<file path="config.mk">
export PLATFORM = sky130hd
export DESIGN_NAME = canonical_peer_priority_hash_top
export DESIGN_NICKNAME = d
export VERILOG_FILES = /design/src/rtl/cpph_pkg.sv /design/src/rtl/cpph_order.sv /design/src/rtl/cpph_crc.sv /design/src/rtl/canonical_peer_priority_hash_top.sv
export SDC_FILE = /design/constraint.sdc
export NUM_CORES = 2
export LEC_CHECK = 0
export BUFFER_PORTS_ARGS = -buffer_cell sky130_fd_sc_hd__buf_2
export CORE_ASPECT_RATIO = 0.5
export CORE_MARGIN = 2
export CORE_UTILIZATION = 25
export CTS_CLUSTER_DIAMETER = 30
export DETAILED_ROUTE_END_ITERATION = 10
export PLACE_DENSITY_LB_ADDON = 0.05
export SETUP_SLACK_MARGIN = 0.02
export SYNTH_ARGS = -nofsm -noshare
export SYNTH_HDL_FRONTEND = slang
export SYNTH_SLANG_ARGS = --single-unit
</file>
<file path="constraint.sdc">
create_clock -name clk -period 20.4 [get_ports clk]
set_input_delay 3.06 -clock clk [delete_from_list [all_inputs] [get_ports clk]]
set_output_delay 3.06 -clock clk [all_outputs]
set_load 0.01 [all_outputs]
</file>
<file path="src/rtl/cpph_pkg.sv">
// Package for the canonical peer priority hash: hash request type, mode codes,
// prefix masks and CRC-32C helper functions used to build the XOR networks.
// No dependencies.
package cpph_pkg;

  localparam int PORT_BYTES = 4;
  localparam int V4_BYTES   = 8;
  localparam int V6_BYTES   = 32;
  localparam int MSG_BITS   = 8 * V6_BYTES;

  localparam logic [31:0] CRC_POLY = 32'h82F6_3B78;
  localparam logic [31:0] CRC_INIT = 32'hFFFF_FFFF;

  localparam logic [31:0] V4_MASK_WIDE = 32'hFFFF_5555;
  localparam logic [31:0] V4_MASK_MID  = 32'hFFFF_FF55;
  localparam logic [31:0] V4_MASK_NONE = 32'hFFFF_FFFF;
  localparam logic [63:0] V6_MASK_WIDE = 64'hFFFF_FFFF_5555_5555;
  localparam logic [63:0] V6_MASK_MID  = 64'hFFFF_FFFF_FFFF_5555;
  localparam logic [63:0] V6_MASK_NONE = 64'hFFFF_FFFF_FFFF_FFFF;

  localparam logic [1:0] MODE_PORTS = 2'd0;
  localparam logic [1:0] MODE_V4    = 2'd1;
  localparam logic [1:0] MODE_V6    = 2'd2;

  // Byte j of the string to hash sits at msg[8*j +: 8].
  typedef struct packed {
    logic [1:0]          mode;
    logic [MSG_BITS-1:0] msg;
  } hash_req_t;

  // Contribution of one message bit to the CRC register, with a zero start value.
  function automatic logic [31:0] crc_col(input int nbytes, input int bitpos);
    logic [31:0] c;
    c = '0;
    for (int j = 0; j < nbytes; j++) begin
      if (j == (bitpos >> 3)) begin
        c = c ^ (32'd1 << (bitpos & 7));
      end
      for (int k = 0; k < 8; k++) begin
        c = {1'b0, c[31:1]} ^ (c[0] ? CRC_POLY : 32'd0);
      end
    end
    return c;
  endfunction

  // CRC of an all-zero string of the given length, final inversion included.
  function automatic logic [31:0] crc_const(input int nbytes);
    logic [31:0] c;
    c = CRC_INIT;
    for (int j = 0; j < nbytes; j++) begin
      for (int k = 0; k < 8; k++) begin
        c = {1'b0, c[31:1]} ^ (c[0] ? CRC_POLY : 32'd0);
      end
    end
    return c ^ CRC_INIT;
  endfunction

endpackage

</file>
<file path="src/rtl/cpph_order.sv">
// Orders the two endpoints, chooses the prefix mask and lays out the byte
// string to hash. Depends on cpph_pkg.
module cpph_order (
  input  logic                is_ipv6,
  input  logic [63:0]         addr_a_hi,
  input  logic [63:0]         addr_a_lo,
  input  logic [15:0]         port_a,
  input  logic [63:0]         addr_b_hi,
  input  logic [63:0]         addr_b_lo,
  input  logic [15:0]         port_b,
  output cpph_pkg::hash_req_t req
);
  import cpph_pkg::*;

  logic [63:0] ah, al, bh, bl;
  logic [63:0] lo_h, lo_l, hi_h, hi_l;
  logic [63:0] d6, m6;
  logic [31:0] x, y, d4, m4, xm, ym;
  logic [63:0] w0, w2;
  logic [15:0] p_lo, p_hi;
  logic        same, a_gt;

  always_comb begin
    ah = is_ipv6 ? addr_a_hi : 64'd0;
    al = is_ipv6 ? addr_a_lo : {32'd0, addr_a_lo[31:0]};
    bh = is_ipv6 ? addr_b_hi : 64'd0;
    bl = is_ipv6 ? addr_b_lo : {32'd0, addr_b_lo[31:0]};
    same = (ah == bh) && (al == bl);
    a_gt = {ah, al} > {bh, bl};
    lo_h = a_gt ? bh : ah;
    lo_l = a_gt ? bl : al;
    hi_h = a_gt ? ah : bh;
    hi_l = a_gt ? al : bl;

    d6 = lo_h ^ hi_h;
    if (|d6[63:32]) begin
      m6 = V6_MASK_WIDE;
    end else if (|d6[31:16]) begin
      m6 = V6_MASK_MID;
    end else begin
      m6 = V6_MASK_NONE;
    end
    w0 = lo_h & m6;
    w2 = hi_h & m6;

    x  = lo_l[31:0];
    y  = hi_l[31:0];
    d4 = x ^ y;
    if (|d4[31:16]) begin
      m4 = V4_MASK_WIDE;
    end else if (|d4[15:8]) begin
      m4 = V4_MASK_MID;
    end else begin
      m4 = V4_MASK_NONE;
    end
    xm = x & m4;
    ym = y & m4;

    p_lo = (port_a < port_b) ? port_a : port_b;
    p_hi = (port_a < port_b) ? port_b : port_a;

    req.msg = '0;
    if (same) begin
      req.mode          = MODE_PORTS;
      req.msg[7:0]      = p_lo[15:8];
      req.msg[15:8]     = p_lo[7:0];
      req.msg[23:16]    = p_hi[15:8];
      req.msg[31:24]    = p_hi[7:0];
    end else if (is_ipv6) begin
      req.mode = MODE_V6;
      for (int i = 0; i < 8; i++) begin
        req.msg[8*i +: 8]        = w0[8*(7-i) +: 8];
        req.msg[8*(8+i) +: 8]    = lo_l[8*(7-i) +: 8];
        req.msg[8*(16+i) +: 8]   = w2[8*(7-i) +: 8];
        req.msg[8*(24+i) +: 8]   = hi_l[8*(7-i) +: 8];
      end
    end else begin
      req.mode = MODE_V4;
      for (int i = 0; i < 4; i++) begin
        req.msg[8*i +: 8]     = xm[8*(3-i) +: 8];
        req.msg[8*(4+i) +: 8] = ym[8*(3-i) +: 8];
      end
    end
  end

endmodule

</file>
<file path="src/rtl/cpph_crc.sv">
// CRC-32C of a 4, 8 or 32 byte string as fixed XOR networks, one per length.
// Depends on cpph_pkg.
module cpph_crc (
  input  cpph_pkg::hash_req_t req,
  output logic [31:0]         crc
);
  import cpph_pkg::*;

  localparam logic [31:0] K_PORTS = crc_const(PORT_BYTES);
  localparam logic [31:0] K_V4    = crc_const(V4_BYTES);
  localparam logic [31:0] K_V6    = crc_const(V6_BYTES);

  logic [31:0] tp [8*PORT_BYTES];
  logic [31:0] t4 [8*V4_BYTES];
  logic [31:0] t6 [8*V6_BYTES];
  logic [31:0] crc_p, crc_4, crc_6;

  for (genvar i = 0; i < 8 * PORT_BYTES; i++) begin : g_p
    localparam logic [31:0] COL = crc_col(PORT_BYTES, i);
    assign tp[i] = req.msg[i] ? COL : 32'd0;
  end
  for (genvar i = 0; i < 8 * V4_BYTES; i++) begin : g_4
    localparam logic [31:0] COL = crc_col(V4_BYTES, i);
    assign t4[i] = req.msg[i] ? COL : 32'd0;
  end
  for (genvar i = 0; i < 8 * V6_BYTES; i++) begin : g_6
    localparam logic [31:0] COL = crc_col(V6_BYTES, i);
    assign t6[i] = req.msg[i] ? COL : 32'd0;
  end

  always_comb begin
    crc_p = K_PORTS;
    crc_4 = K_V4;
    crc_6 = K_V6;
    for (int i = 0; i < 8 * PORT_BYTES; i++) begin
      crc_p = crc_p ^ tp[i];
    end
    for (int i = 0; i < 8 * V4_BYTES; i++) begin
      crc_4 = crc_4 ^ t4[i];
    end
    for (int i = 0; i < 8 * V6_BYTES; i++) begin
      crc_6 = crc_6 ^ t6[i];
    end
    case (req.mode)
      MODE_PORTS: crc = crc_p;
      MODE_V4:    crc = crc_4;
      MODE_V6:    crc = crc_6;
      default:    crc = crc_p;
    endcase
  end

endmodule

</file>
<file path="src/rtl/canonical_peer_priority_hash_top.sv">
// Top level of the canonical peer priority hash: input register, ordering and
// CRC logic, result register. Depends on cpph_pkg, cpph_order and cpph_crc.
//
//   channel   handshake             payload
//   request   req_valid/req_stall   is_ipv6, addr_a_hi/lo, port_a, addr_b_hi/lo, port_b
//   result    res_valid/res_stall   priority_res
//
// One request per cycle while req_stall is low. A taken request waits in the input
// register, then its result is registered in the result register when that one
// can advance. The two registers lie around the ordering, masking and CRC XOR
// network.
// Reset empties both registers. A stalled result holds; a request is still
// taken while the input register is empty or moves on in the same cycle.
module canonical_peer_priority_hash_top (
  input  logic        clk,
  input  logic        rst,
  input  logic        req_valid,
  output logic        req_stall,
  input  logic        is_ipv6,
  input  logic [63:0] addr_a_hi,
  input  logic [63:0] addr_a_lo,
  input  logic [15:0] port_a,
  input  logic [63:0] addr_b_hi,
  input  logic [63:0] addr_b_lo,
  input  logic [15:0] port_b,
  output logic        res_valid,
  input  logic        res_stall,
  output logic [31:0] priority_res
);
  import cpph_pkg::*;

  logic        s1_valid;
  logic        s1_ipv6;
  logic [63:0] s1_a_hi, s1_a_lo, s1_b_hi, s1_b_lo;
  logic [15:0] s1_port_a, s1_port_b;
  logic        advance, load;
  hash_req_t   hreq;
  logic [31:0] crc;

  assign advance   = !res_valid || !res_stall;
  assign load      = !s1_valid || advance;
  assign req_stall = !load;

  always_ff @(posedge clk) begin
    if (rst) begin
      s1_valid <= 1'b0;
    end else if (load) begin
      s1_valid <= req_valid;
    end
  end

  always_ff @(posedge clk) begin
    if (load && req_valid) begin
      s1_ipv6   <= is_ipv6;
      s1_a_hi   <= addr_a_hi;
      s1_a_lo   <= addr_a_lo;
      s1_port_a <= port_a;
      s1_b_hi   <= addr_b_hi;
      s1_b_lo   <= addr_b_lo;
      s1_port_b <= port_b;
    end
  end

  cpph_order u_order (
    .is_ipv6   (s1_ipv6),
    .addr_a_hi (s1_a_hi),
    .addr_a_lo (s1_a_lo),
    .port_a    (s1_port_a),
    .addr_b_hi (s1_b_hi),
    .addr_b_lo (s1_b_lo),
    .port_b    (s1_port_b),
    .req       (hreq)
  );

  cpph_crc u_crc (
    .req (hreq),
    .crc (crc)
  );

  always_ff @(posedge clk) begin
    if (rst) begin
      res_valid <= 1'b0;
    end else if (advance) begin
      res_valid <= s1_valid;
    end
  end

  always_ff @(posedge clk) begin
    if (advance && s1_valid) begin
      priority_res <= crc;
    end
  end

`ifndef ASSERT_OFF
  a_take_fills_s1: assert property (@(posedge clk) disable iff (rst)
    req_valid && !req_stall |=> s1_valid)
    else $error("accepted request did not reach the input register");

  a_s1_moves_on: assert property (@(posedge clk) disable iff (rst)
    s1_valid && advance |=> res_valid)
    else $error("pending request did not reach the result register");

  a_stall_only_full: assert property (@(posedge clk) disable iff (rst)
    req_stall |-> s1_valid && res_valid && res_stall)
    else $error("request stalled while the pipeline had room");
`endif

endmodule
</file>
==> metrics list <==
- Aggregate global routing overflow: 0
- Summed over all nets, the switching power comes to between 7000 and 8000 uW.
- Gpl congestion: 1.04
* Max-cap violations: 5
- # DRC: 0
- STA puts the critical path data required time at 20.79 ns.
- Number of buffers on the longest clock path: 3
- By count the netlist is led by sky130_fd_sc_hd__xnor2_1 (1898), sky130_fd_sc_hd__xor2_1 (738), sky130_fd_sc_hd__edfxtp_1 (321).
- Cell breakdown of the critical path: buf_12 > buf_4 > nand2_1 > ha_1 > nand4_2 > nor4_4 > nand4_2 > or4_4 > o211a_4 > nand2_8 > buf_4 > mux2i_1 > o221a_2 > buf_4 > xor2_2 > xnor2_1 > xnor3_1 > xnor2_1 > xnor2_1 > xnor3_1 > nand2_1 > a31oi_1
- The root buffer cell chosen for the clock tree is sky130_fd_sc_hd__clkbuf_16.
- In this run the number of H-tree levels came out at 3.
- TritonCTS built the clock tree.
- Antenna violations before repair: 31
* Total power draw: 13800 uW
- Critical path class: flip-flop to flip-flop
* Fraction of power consumed by the clock network: 8.1%
* Clk_skew: 0.0540 ns
- Compared with the post-synthesis result, the final layout area differs by 15.9%.
- The filler cells instantiated in the layout total 23600.
- Of all flip-flops after synthesis, the portion carrying an async set or reset was 0%.
- Entering global routing, the biggest net connects 198 pins.
- STA puts the critical path data arrival time at about 12 ns.
- Counting every net in the synthesized netlist gives 6475.
* Total wire length after detailed routing: 499000 um
- Vias in the first global route: 49300
* Sequential power share: 7.5%
- Final cycle utilization of the critical path: about 56%
- Synthesis handed over a netlist of 6042 instances.
- Number of top-level design ports: 327
- Vias: 53500
* Fmax: 0.0873 GHz
- Antenna Violating Nets Remaining: 0
* Power Density: 213 nW/um^2
- Clk_lat worst skew: 0.70 ns
- In this run, synthesis inferred 321 flip-flops with an integrated enable.
- Height of the die: 338 um
- Most common cell in the synthesized netlist: sky130_fd_sc_hd__xnor2_1
- Switching power share of the total: 55.4%
- After routing, the total negative slack on setup checks comes to 0 ns.
* RSZ-0062 raised after global routing: false
- Worst voltage drop across the vdd grid: ~0.17 mV
- The first routing iteration left between 9000 and 10000 violations.
* Number of iterations in the first detailed-routing pass: 6
- Final #Nets: just under 7000
- Worst path slowest cell: sky130_fd_sc_hd__mux2i_1
* Number of buffers added on ports: 326
- The core region is between 200000 and 250000 um^2.
- Yosys attributes the largest share of cell area to sky130_fd_sc_hd__xnor2_1 (30%), sky130_fd_sc_hd__edfxtp_1 (17%), sky130_fd_sc_hd__xor2_1 (12%).
* Crit. End Element: flip-flop
- Cell type with the largest total area after synthesis: sky130_fd_sc_hd__xnor2_1
* Area share of the largest cell type after synthesis: between 20% and 30%
- Count of hold buffers inserted by post-cts repair: 0
- Area taken by multi-input logic gates: 44100 um^2
- Total placed cells including tap cells: 9232
- Counting the buffers created by CTS gives 67.
* FF/Latch Area: 9680 um^2
- Detailed placement finished with a half-perimeter wire length of 402000 um.
- Post-CTS repair changed the size of 0 cells.
- Final critical path time including I/O delays and setup: 11.46 ns
- The die covers 227000 um^2.
- Reported leakage power: 0.0244 uW
* Global-route usage over all layers: 42.6%
- Worst Max-Slew Pin Slew: 1.73 ns
- The most used flip-flop cell after synthesis is sky130_fd_sc_hd__edfxtp_1.
- Excluding fillers, the count of instances in the completed layout stands at 9368.
- Fin. max-slew vios: 15
- FF+latch count, synth: 323
- STA classifies the critical path startpoint as a flip-flop.
- After floorplanning, the core was divided into 122 placement rows.
* Cell internal pwr: 6140 uW
* Run status: complete, but fails checks
- The netlist uses 102 different library cells.
* Rel. slew slack: -15.8%
- Path type of the worst min-delay path: flip-flop to flip-flop
- Synthesized cell area: 55800 um^2
- After clock tree synthesis, the setup repair step added 0 buffers.
- The hold violation total from the final report was 0.
* Starting density of the core: 25.2%
- For this run, the number of Yosys warnings is 0.
* Peak per-stage delay on the critical path: 1.13 ns
* Sequential share of the synthesized area: 17.4%
- First-pass GRT wire length: between 600000 and 700000 um
* Drt wl/cell: 53.2 um
- A synthesized cell averages 9.23 um^2.
- After detailed routing, the number of vias per cell comes to roughly 5.7.
* Clock transition at the registers of the reported paths: 0.05 ns
- Violations in the final reports: max-capacitance violations, max-slew violations
- The post-route netlist has 17.2% of its cells at a drive strength greater than 1.
- CTS Sinks: between 300 and 400
* CP max FO: approximately 200
- The die is 672 um wide.
- Setup violations remaining at the end of the flow were counted as 0.
* Share of total power in combinational logic: ~85%
-- state kept, by name, indices dropped and copies added (netlist names) --
| name | cells |
|---|---|
| priority_res | 32 |
| res_valid | 1 |
| s1_a_hi | 64 |
| s1_a_lo | 64 |
| s1_b_hi | 64 |
| s1_b_lo | 64 |
| s1_ipv6 | 1 |
| s1_port_a | 16 |
| s1_port_b | 16 |
| s1_valid | 1 |
-- cell families after synthesis --
| family | synth area share, % |
|---|---|
| AND/OR/NAND/NOR | 9.08 |
| AO/OA/AOI/OAI | 11.0 |
| adder cells (fa/ha/maj) | 3.14 |
| flip-flops | 17.4 |
| multiplexers | 2.43 |
| buffers and inverters | 4.85 |
| XOR/XNOR | 52.1 |
-- critical path: cells and delay by family (launching register included) --
family | cells | cell delay [ns]
adders and majority gates | 1 | 0.48
buffers and inverters | 4 | 2.54
xor gates and xnor gates | 6 | 2.84
DFF | 1 | 0.37
AOI/OAI and AO/OA | 3 | 0.91
muxes | 1 | 1.13
and+or+nand+nor | 7 | 2.61
-- per-layer routing --
metal	track usage (%)	up-vias	wire length, um
li1	-	21000	-
met1	58.0	27800	219000
met2	57.4	4004	188000
met3	17.9	776	63800
met4	19.4	14	27300
met5	0.250	-	308
-- layout by cell type (no fill, tap or decap), types with 20 or more instances in the layout --
cell and instances:
sky130_fd_sc_hd__a21oi_1 277, sky130_fd_sc_hd__nor2_1 220, sky130_fd_sc_hd__nand3_1 158, sky130_fd_sc_hd__a211oi_1 100
sky130_fd_sc_hd__nand4_1 30, sky130_fd_sc_hd__xor2_2 27, sky130_fd_sc_hd__nor3_1 181, sky130_fd_sc_hd__a31oi_1 20
sky130_fd_sc_hd__and2_1 94, sky130_fd_sc_hd__edfxtp_1 321, sky130_fd_sc_hd__xnor2_2 37, sky130_fd_sc_hd__o211ai_1 57
sky130_fd_sc_hd__ha_1 140, sky130_fd_sc_hd__nand2_1 278, sky130_fd_sc_hd__o21ai_0 174, sky130_fd_sc_hd__a211oi_2 33
sky130_fd_sc_hd__a21o_1 27, sky130_fd_sc_hd__mux2i_1 104, sky130_fd_sc_hd__xnor3_1 212, sky130_fd_sc_hd__xnor2_1 1886
sky130_fd_sc_hd__xor2_1 737, sky130_fd_sc_hd__a21oi_2 40, sky130_fd_sc_hd__buf_2 326, sky130_fd_sc_hd__clkbuf_16 67
sky130_fd_sc_hd__buf_4 370, sky130_fd_sc_hd__inv_1 64
-- final cells by class --
type	count	share of cell area [%]
Antenna cell	16	0.0619
Clock buffer	75	2.70
Clock inverter	44	0.794
Inverter	67	0.389
Multi-Input combinational cell	5162	68.2
Sequential cell	323	15.0
Tap cell	2976	5.76
Timing Repair Buffer	705	7.09
-- power groups by stage --
stage,clock network (uW),logic (uW),registers (uW)
after floorplan,0,6700,996
after global placement,0,11200,1040
after detailed placement,0,11100,1030
after CTS,1140,11200,1020
after global routing,1170,11600,1030
final,1110,11600,1030
-- metrics by stage --
| step | worst slack, ns | utilization (%) | cell area [um^2] | hold WS, ns |
|---|---|---|---|---|
| after floorplan | 3.44 | - | 55800 | 0.444 |
| after global placement | 9.50 | 28.1 | 62300 | 0.457 |
| after detailed placement | 9.51 | 28.1 | 62300 | 0.501 |
| after CTS | 9.45 | 29.2 | 64600 | 0.516 |
| after global routing | 9.04 | 29.2 | 64600 | 0.551 |
| final | 8.94 | 29.2 | 64600 | 0.508 |
-- final timing paths --
path	start	endpoint	slack [ns]	cells after the start
min	s1_valid	res_valid	0.51	2
max reg2reg	s1_ipv6	priority_res[4]	8.94	22
min reg2reg	s1_valid	res_valid	0.51	2
max	s1_ipv6	priority_res[4]	8.94	22
Power figures use the tool's default switching activity.
